[src/msg_pkg.sv]
`default_nettype none

package msg_pkg;

    localparam int unsigned CFG_ADDR_W = 5;
    localparam int unsigned CFG_DATA_W = 32;

    localparam int unsigned S_TDATA_W = 168;
    localparam int unsigned S_TUSER_W = 5;
    localparam int unsigned M_TDATA_W = 56;

    localparam int unsigned MAG_W = 17;
    localparam int unsigned L1_W  = 19;

    // register index (paddr[4:2])
    typedef enum logic [2:0] {
        REG_STALE_TIMEOUT = 3'd0,
        REG_GYRO_LIMIT    = 3'd1,
        REG_TILT_LIMIT    = 3'd2,
        REG_SHOCK_LIMIT   = 3'd3,
        REG_STEER_LIMIT   = 3'd4
    } reg_idx_t;

    localparam logic [15:0] STALE_TIMEOUT_RST = 16'd200;
    localparam logic [15:0] GYRO_LIMIT_RST    = 16'd3000;
    localparam logic [15:0] TILT_LIMIT_RST    = 16'd700;
    localparam logic [16:0] SHOCK_LIMIT_RST   = 17'd3000;
    localparam logic [14:0] STEER_LIMIT_RST   = 15'd45;

    // sensor_flags bits
    localparam int unsigned FLAG_INIT  = 0;
    localparam int unsigned FLAG_TOF_L = 1;
    localparam int unsigned FLAG_TOF_C = 2;
    localparam int unsigned FLAG_TOF_R = 3;
    localparam int unsigned FLAG_FRESH = 4;

    typedef struct packed {
        logic signed [15:0] left;
        logic signed [15:0] right;
        logic signed [15:0] steer;
        logic               enable;
        logic               init;
        logic               fresh;
        logic               tof_all;
        logic               in_time;
        logic               forward;
        logic [MAG_W-1:0]   ax;
        logic [MAG_W-1:0]   ay;
        logic [MAG_W-1:0]   az;
        logic [MAG_W-1:0]   gx;
        logic [MAG_W-1:0]   gy;
        logic [MAG_W-1:0]   gz;
    } stg1_t;

    typedef struct packed {
        logic signed [15:0] left;
        logic signed [15:0] right;
        logic signed [15:0] steer;
        logic               enable;
        logic               fresh;
        logic               tof;
        logic               hard;
        logic               forward;
        logic               gyro_tilt_ok;
        logic [L1_W-1:0]    l1;
    } stg2_t;

    typedef struct packed {
        logic signed [15:0] left;
        logic signed [15:0] right;
        logic signed [15:0] steer;
        logic               enable;
        logic               tof;
        logic               imu;
        logic               allowed;
        logic               hard;
    } stg3_t;

    // exact magnitude, -32768 gives 32768
    function automatic logic [MAG_W-1:0] mag16(input logic signed [15:0] v);
        logic [MAG_W-1:0] ext;
        ext = {v[15], v};
        return v[15] ? (~ext + 17'd1) : ext;
    endfunction

endpackage

`default_nettype wire

[src/motion_safety_gate.sv]
// throughput: one word per cycle while m_tready does not stall the output;
// three register stages (magnitudes and clamp, l1 sum and limit checks, shock
// check and veto) with valid bits and a ready chain
// reset: rst_n clears all stage valid bits and loads the registers with their
// default limits (timeout 200, gyro 3000, tilt 700, shock 3000, steer 45)
`default_nettype none

module motion_safety_gate (
    input  wire logic                            clk,
    input  wire logic                            rst_n,
    // apb configuration
    input  wire logic                            psel,
    input  wire logic                            penable,
    input  wire logic                            pwrite,
    input  wire logic [msg_pkg::CFG_ADDR_W-1:0]  paddr,
    input  wire logic [msg_pkg::CFG_DATA_W-1:0]  pwdata,
    output logic      [msg_pkg::CFG_DATA_W-1:0]  prdata,
    output logic                                 pready,
    // input stream
    input  wire logic                            s_tvalid,
    output logic                                 s_tready,
    // req_left, req_right, req_steer, req_enable, age_ms, accel_x, accel_y,
    // accel_z, gyro_x, gyro_y, gyro_z, zero pad
    input  wire logic [msg_pkg::S_TDATA_W-1:0]   s_tdata,
    // sensor_flags
    input  wire logic [msg_pkg::S_TUSER_W-1:0]   s_tuser,
    // output stream
    output logic                                 m_tvalid,
    input  wire logic                            m_tready,
    // out_left, out_right, out_steer, out_enable, ranging ok, imu ok,
    // drive permitted, hard stop, zero pad
    output logic      [msg_pkg::M_TDATA_W-1:0]   m_tdata
);

    logic [15:0] stale_timeout_reg;
    logic [15:0] gyro_limit_reg;
    logic [15:0] tilt_limit_reg;
    logic [16:0] shock_limit_reg;
    logic [14:0] steer_limit_reg;

    msg_pkg::reg_idx_t cfg_idx;
    logic              cfg_wr;

    assign pready  = 1'b1;
    assign cfg_idx = msg_pkg::reg_idx_t'(paddr[4:2]);
    assign cfg_wr  = psel && penable && pwrite;

    always_ff @(posedge clk or negedge rst_n)
    begin
        if (!rst_n)
        begin
            stale_timeout_reg <= msg_pkg::STALE_TIMEOUT_RST;
            gyro_limit_reg    <= msg_pkg::GYRO_LIMIT_RST;
            tilt_limit_reg    <= msg_pkg::TILT_LIMIT_RST;
            shock_limit_reg   <= msg_pkg::SHOCK_LIMIT_RST;
            steer_limit_reg   <= msg_pkg::STEER_LIMIT_RST;
        end
        else if (cfg_wr)
        begin
            unique case (cfg_idx)
                msg_pkg::REG_STALE_TIMEOUT: stale_timeout_reg <= pwdata[15:0];
                msg_pkg::REG_GYRO_LIMIT:    gyro_limit_reg    <= pwdata[15:0];
                msg_pkg::REG_TILT_LIMIT:    tilt_limit_reg    <= pwdata[15:0];
                msg_pkg::REG_SHOCK_LIMIT:   shock_limit_reg   <= pwdata[16:0];
                msg_pkg::REG_STEER_LIMIT:   steer_limit_reg   <= pwdata[14:0];
                default:                    ;
            endcase
        end
    end

    always_comb
    begin
        unique case (cfg_idx)
            msg_pkg::REG_STALE_TIMEOUT: prdata = {16'd0, stale_timeout_reg};
            msg_pkg::REG_GYRO_LIMIT:    prdata = {16'd0, gyro_limit_reg};
            msg_pkg::REG_TILT_LIMIT:    prdata = {16'd0, tilt_limit_reg};
            msg_pkg::REG_SHOCK_LIMIT:   prdata = {15'd0, shock_limit_reg};
            msg_pkg::REG_STEER_LIMIT:   prdata = {17'd0, steer_limit_reg};
            default:                    prdata = '0;
        endcase
    end

    // ready chain: a stage loads when it is empty or its contents move on
    logic s1_valid_reg, s2_valid_reg, s3_valid_reg;
    logic rdy1, rdy2, rdy3;

    assign rdy3     = !s3_valid_reg || m_tready;
    assign rdy2     = !s2_valid_reg || rdy3;
    assign rdy1     = !s1_valid_reg || rdy2;
    assign s_tready = rdy1;

    always_ff @(posedge clk or negedge rst_n)
    begin
        if (!rst_n)
        begin
            s1_valid_reg <= 1'b0;
            s2_valid_reg <= 1'b0;
            s3_valid_reg <= 1'b0;
        end
        else
        begin
            if (rdy1)
                s1_valid_reg <= s_tvalid;
            if (rdy2)
                s2_valid_reg <= s1_valid_reg;
            if (rdy3)
                s3_valid_reg <= s2_valid_reg;
        end
    end

    // stage 1: unpack, magnitudes, age check, steering clamp
    msg_pkg::stg1_t s1_reg, s1_next;

    logic signed [15:0] in_left, in_right, in_steer;
    logic signed [16:0] steer_ext, lim_pos, lim_neg;

    assign in_left   = s_tdata[15:0];
    assign in_right  = s_tdata[31:16];
    assign in_steer  = s_tdata[47:32];
    assign steer_ext = {in_steer[15], in_steer};
    assign lim_pos   = {2'b00, steer_limit_reg};
    assign lim_neg   = -lim_pos;

    always_comb
    begin
        s1_next.left    = in_left;
        s1_next.right   = in_right;
        s1_next.enable  = s_tdata[48];
        s1_next.init    = s_tuser[msg_pkg::FLAG_INIT];
        s1_next.fresh   = s_tuser[msg_pkg::FLAG_FRESH];
        s1_next.tof_all = s_tuser[msg_pkg::FLAG_TOF_L] && s_tuser[msg_pkg::FLAG_TOF_C]
                          && s_tuser[msg_pkg::FLAG_TOF_R];
        s1_next.in_time = s_tdata[64:49] <= stale_timeout_reg;
        s1_next.forward = (in_left > 16'sd0) || (in_right > 16'sd0);
        s1_next.ax      = msg_pkg::mag16(s_tdata[80:65]);
        s1_next.ay      = msg_pkg::mag16(s_tdata[96:81]);
        s1_next.az      = msg_pkg::mag16(s_tdata[112:97]);
        s1_next.gx      = msg_pkg::mag16(s_tdata[128:113]);
        s1_next.gy      = msg_pkg::mag16(s_tdata[144:129]);
        s1_next.gz      = msg_pkg::mag16(s_tdata[160:145]);
        if (steer_ext < lim_neg)
            s1_next.steer = lim_neg[15:0];
        else if (steer_ext > lim_pos)
            s1_next.steer = lim_pos[15:0];
        else
            s1_next.steer = in_steer;
    end

    always_ff @(posedge clk)
    begin
        if (rdy1)
            s1_reg <= s1_next;
    end

    // stage 2: l1 sum, gyro and tilt limits, tof status
    msg_pkg::stg2_t s2_reg, s2_next;

    logic [msg_pkg::MAG_W-1:0] gyro_lim_ext, tilt_lim_ext;

    assign gyro_lim_ext = {1'b0, gyro_limit_reg};
    assign tilt_lim_ext = {1'b0, tilt_limit_reg};

    always_comb
    begin
        s2_next.left    = s1_reg.left;
        s2_next.right   = s1_reg.right;
        s2_next.steer   = s1_reg.steer;
        s2_next.enable  = s1_reg.enable;
        s2_next.fresh   = s1_reg.fresh;
        s2_next.forward = s1_reg.forward;
        s2_next.tof     = s1_reg.init && s1_reg.tof_all && s1_reg.in_time;
        s2_next.hard    = s1_reg.init && !s2_next.tof && s1_reg.in_time;
        s2_next.gyro_tilt_ok = (s1_reg.gx <= gyro_lim_ext) && (s1_reg.gy <= gyro_lim_ext)
                               && (s1_reg.gz <= gyro_lim_ext)
                               && (s1_reg.ax <= tilt_lim_ext) && (s1_reg.ay <= tilt_lim_ext);
        s2_next.l1      = {2'b00, s1_reg.ax} + {2'b00, s1_reg.ay} + {2'b00, s1_reg.az};
    end

    always_ff @(posedge clk)
    begin
        if (rdy2)
            s2_reg <= s2_next;
    end

    // stage 3: shock check, veto, output word
    msg_pkg::stg3_t s3_reg, s3_next;
    logic veto;

    always_comb
    begin
        s3_next.tof     = s2_reg.tof;
        s3_next.hard    = s2_reg.hard;
        s3_next.steer   = s2_reg.steer;
        s3_next.imu     = s2_reg.gyro_tilt_ok && (s2_reg.l1 <= {2'b00, shock_limit_reg});
        s3_next.allowed = s2_reg.fresh && s2_reg.tof && s3_next.imu;
        veto            = !s2_reg.fresh || !s3_next.imu || (s2_reg.forward && !s2_reg.tof);
        s3_next.left    = veto ? 16'sd0 : s2_reg.left;
        s3_next.right   = veto ? 16'sd0 : s2_reg.right;
        s3_next.enable  = s2_reg.enable && !veto;
    end

    always_ff @(posedge clk)
    begin
        if (rdy3)
            s3_reg <= s3_next;
    end

    assign m_tvalid = s3_valid_reg;
    assign m_tdata  = {3'b000, s3_reg.hard, s3_reg.allowed, s3_reg.imu, s3_reg.tof,
                       s3_reg.enable, s3_reg.steer, s3_reg.right, s3_reg.left};

endmodule

`default_nettype wire
[config.mk]
export PLATFORM = sky130hd
export DESIGN_NAME = motion_safety_gate
export DESIGN_NICKNAME = d
export VERILOG_FILES = /design/src/msg_pkg.sv /design/src/motion_safety_gate.sv
export SDC_FILE = /design/constraint.sdc
export NUM_CORES = 1
export LEC_CHECK = 0
export ABC_AREA = 1
export BUFFER_PORTS_ARGS = -buffer_cell sky130_fd_sc_hd__buf_2
export CAP_MARGIN = 10
export CORE_MARGIN = 8
export CORE_UTILIZATION = 52
export DETAILED_ROUTE_END_ITERATION = 16
export PLACE_DENSITY = 0.89
export SYNTH_ARGS = -nofsm -noshare
export SYNTH_HDL_FRONTEND = slang
export SYNTH_SLANG_ARGS = --single-unit
[constraint.sdc]
create_clock -name clk -period 6.14 [get_ports clk]
set_clock_uncertainty 0.15 [all_clocks]
set_input_delay 0.614 -clock clk [delete_from_list [all_inputs] [get_ports clk]]
set_output_delay 0.614 -clock clk [all_outputs]
set_load 0.05 [all_outputs]
# Word-level counts from Yosys, hierarchy flattened
# Cells that the tools add are included.
totals:
  register_bits: 365
  input_bits: 217
  output_inout_bits: 91
  elab_cells: 123
classes:
  add_sub_neg: 9
  magnitude_cmp: 11
  n_eq_ne: 4
  mux: 9
  bitwise: 6
  reduce_logical: 37
op_table:
  columns: ["op", "count"]
  rows:
  - ["$add 17x1->17 const B", 6]
  - ["$not 17->17", 6]
  - ["$mux 15", 6]
  - ["$le 17x16->1", 5]
  - ["$pmux 17 s5", 1]
  - ["$gt 16x1->1 const B", 2]
  - ["$mux 16", 2]
  - ["$add 18x17->19", 1]
  - ["$le 19x17->1", 1]
  - ["$add 17x17->18", 1]
  - ["$logic_and 1x1->1", 17]
  - ["$lt 16x17->1", 1]
  - ["$neg 15->17", 1]
  - ["$gt 16x16->1", 1]
  - ["$le 16x16->1", 1]
  - ["$reduce_and 2->1", 5]
  - ["$logic_not 1->1", 8]
  - ["$eq 3x2->1 const B", 2]
  - ["$logic_or 1x1->1", 6]
  - ["$eq 3x1->1 const B", 1]
  - ["$eq 3x3->1 const B", 1]
  - ["$logic_not 3->1", 1]

# Logic depth before layout (Yosys ltp)
depth:
  depth_word: 7
  ltp_mapped: 21
  mapped_depth_nobuf: 20

# Least setup slack after synthesis
# OpenSTA, ideal clock, no wires.
synth_timing:
  path_kind: "register -> register"
  start: "reg s3_valid_reg, in the netlist m_tvalid"
  end: "reg s1_reg[0] (netlist name), enable pin"
  setup_time_ns: 1.399
  arrival_time_ns: 4.967
  required_time_ns: 4.591
  path_slack_ns: -0.375
  stages_incl_launch_ff: 4
  path_buffers: 0
  period_less_slack_ns: 6.515
  cell_sequence: "dfrtp_1 -> nand2_1 -> nor2_1 -> nand2_1"
synth_between:
  elab_chain_len: 4
synth_lines:
  columns: ["item", "line_no", "text"]
  rows:
  - ["from (decl)", "motion_safety_gate.sv:84", "logic s1_valid_reg, s2_valid_reg, s3_valid_reg;"]
  - ["from (signal assigned)", "motion_safety_gate.sv:107", "s3_valid_reg <= s2_valid_reg;"]
  - ["$logic_not 1->1", "motion_safety_gate.sv:87", "assign rdy3 = !s3_valid_reg || m_tready;"]
  - ["$logic_or 1x1->1", "motion_safety_gate.sv:87", null]
  - ["via rdy3", "motion_safety_gate.sv:85", "logic rdy1, rdy2, rdy3;"]
  - ["$logic_or 1x1->1", "motion_safety_gate.sv:88", "assign rdy2 = !s2_valid_reg || rdy3;"]
  - ["$logic_or 1x1->1", "motion_safety_gate.sv:89", "assign rdy1 = !s1_valid_reg || rdy2;"]
  - ["via s_tready", "motion_safety_gate.sv:21", "output logic s_tready,"]
  - ["to (signal assigned)", "motion_safety_gate.sv:152", "s1_reg <= s1_next;"]
  - ["to (decl)", "motion_safety_gate.sv:112", "msg_pkg::stg1_t s1_reg, s1_next;"]
# The timed path passes the listed nets, and every way through them passes these cells.
# A chain may end at the register's enable or synchronous reset.

==> reports/qor.yml <==
final_layout:
  syn_to_final_growth_pct: 14.9
  multi_input_area_sq_mm: 0.00819
  nets: 2726
  seq_area_sq_mm: 0.0106
  drive_above_1_share_pct: 16.6
  largest_reg_flops: 156
  fillCellCount: 3088
timing:
  fin_crit_sh_pct: 60.0
  maxSlewViolCount: 0
  hold_viol_final: 0
  finalSetupViolations: 0
  fin_crit_ns: 3.69
  fmax_mhz: 271
  tightest_slew_ns: 1.18
  slew_headroom_pct: 21.2
  rsz0062_at_grt: "false"
  setup_tns_ns: 0
clocking:
  cts_buffers: 38
  cts_setup_buffers: 0
  clk_pin_slew_ns: 0.06
  hold_buffers: 0
  clock_latency_ns: 0.53
  cts.sinks: 365
  cts-resized-gates: 0
  root_buffer: "clkbuf_16"
  clk_path_buf_depth: 3
  cts_max_level: 2
  cts_tree: "yes"
yosys:
  synth_cell_type_count: 53
  synth_top_area_share_pct: 42.0
  ys_ff_latch: 365
  synth_ff_type: "edfxtp_1"
  synth.area.top_cells: "edfxtp_1, ha_1, nand2_1"
  yosys.area.top_type: "edfxtp_1"
  synth_edf_count: 282
  yosysMostFrequentCell: "nand2_1"
  syn-cell-area_sq_mm: 0.0202
  avgSynthCellArea_sq_um: 9.85
  yosys_warnings: 0
  ys_top_cells_by_count: "nand2_1, inv_1, edfxtp_1"
  async_flop_share_pct: 22.7
  synth.yosys.seq_area_share_pct: 52.5
  synth_cells: 2047
routing:
  wl_um: 51700
  wl_met2_um: 25000
  met3WireLength_um: 4230
  drt-met1-wl_um: 20400
  drt-initial-drc-count: 1200
  wl_per_cell_um: 17.9
  drtPass1Iterations: 5
  ant_nets: 0
  via_count: 15359
  dr.max_layer_used: "met5"
  vias_per_cell: 5.33
  route.detailed.drc: 0
setup_path:
  cp-end-kind: "register"
  crit_path_start: "steer_limit_reg[1]"
  reg2reg_from: "steer_limit_reg[1]"
  cp_max_fo: 14
  path_class: "register to register"
  cp.arrival_ns: 3.81
  cp.required_ns: 6.26
  startpoint_type: "register"
global_route:
  grt_usage_pct: 22.4
  antenna_found_initial: 5
  grt_pass1_wl_um: 79900
  grt_pass1_vias: 15523
  grt_max_degree: 84
  gr-total-overflow: 0
place:
  gp_congestion: 0.952
  hpwl_um: 41000
  portBuffers: 264
floorplan:
  io_pins: 308
  die-area_sq_mm: 0.0453
  coreArea_sq_mm: 0.0385
  die_h_um: 213
  rows: 72
  die_x_um: 213
  start_util_pct: 52.4
pwr:
  powerDensity_mw_per_mm2: 344
  p_total_mw: 7.98
  ir_drop_v: 0.000203
  power_leakage_nw: 10.8
hold_path:
  hold_path_class: "input pin to register"
  hold_start: "s_tdata[48]"
run_status:
  status: "finished, final reports clean"
flow_run:
  maxCapViolCount: 0
## per-layer routing
layer  global-route usage, %  vias up
li1                        -     7372
met1                    27.4     7262
met2                    39.1      593
met3                    3.98      126
met4                    8.52        6
met5                       0        -
## where the power goes
group / switching [mW] / internal (mW) / leakage [nW] / total [mW]
clock network: 0.938 / 1.27 / 0.584 / 2.21
logic: 1.52 / 0.775 / 6.30 / 2.29
registers: 0.234 / 3.24 / 3.92 / 3.48
## placed cells by master (no fill, tap or decap), types with 27 or more instances in the layout
master     netlist  routed
a21oi_1         74      74
buf_2           12     263
clkbuf_16        0      38
dfrtp_1         56      56
dfstp_2         27      27
edfxtp_1       282     282
ha_1           167     167
inv_1          314     313
nand2_1        421     419
nand3_1         67      67
nand4_1         37      37
nor2_1         169     169
o21ai_0        113     113
xor2_1          78      78
## final cells by class
| cell class | count | share of cell area [%] |
|---|---|---|
| Inverter | 317 | 5.13 |
| Clock inverter | 26 | 0.993 |
| Clock buffer | 43 | 4.18 |
| Antenna cell | 8 | 0.0864 |
| Timing Repair Buffer | 268 | 5.84 |
| Sequential cell | 365 | 45.6 |
| Multi-Input combinational cell | 1334 | 35.3 |
| Tap cell | 518 | 2.80 |
## cells by family (layout without fill, tap and decap cells)
kind of cell,count (synthesis),in the layout,share of synthesized area [%]
flops,365,365,52.5
simple gates,773,773,16.6
xor+xnor,99,99,4.30
compound gates,252,252,6.97
buf+inv,371,654,7.45
other cells,2,33,0.0372
fa+ha+maj,185,185,12.1
## critical path, cell delays in order (launching register included)
cell	delay, ns
dfrtp_1	0.37
inv_1	0.19
ha_1	0.26
nand4_2	0.16
nor2_1	0.20
nand2_1	0.14
nor4_1	0.21
nand4_1	0.12
nor2_1	0.16
ha_1	0.31
a21oi_1	0.15
o21a_1	0.13
nand2_1	0.05
nor2_1	0.19
nand2_2	0.09
nand2_1	0.10
nand2_2	0.21
nand3_1	0.13
nand2_1	0.09
## per-stage QoR
step | setup WS (ns) | area, sq um | util [%] | instances | hold WS (ns)
global placement | 2.58 | 22000 | 57.1 | 2802 | 0.250
global route | 2.17 | 23200 | 60.2 | 2871 | 0.117
CTS | 2.49 | 23200 | 60.2 | 2871 | 0.110
floorplan | 1.25 | 20300 | - | 2070 | 0.168
finish | 2.45 | 23200 | 60.3 | 2879 | 0.127
detailed placement | 2.51 | 22000 | 57.1 | 2802 | 0.255
## path summary, 6_finish.rpt
path                       depth (start not counted)                  end  slack [ns]
max                                               18          s1_reg[119]        2.45
max reg2reg                                       18          s1_reg[119]        2.45
max in group asynchronous                          1  shock_limit_reg[13]        4.97
min                                                1          s1_reg[107]        0.13
min in group asynchronous                          1   steer_limit_reg[4]        0.14
min reg2reg                                        0           s2_reg[72]        0.27
(Power assumes the default switching activity.)
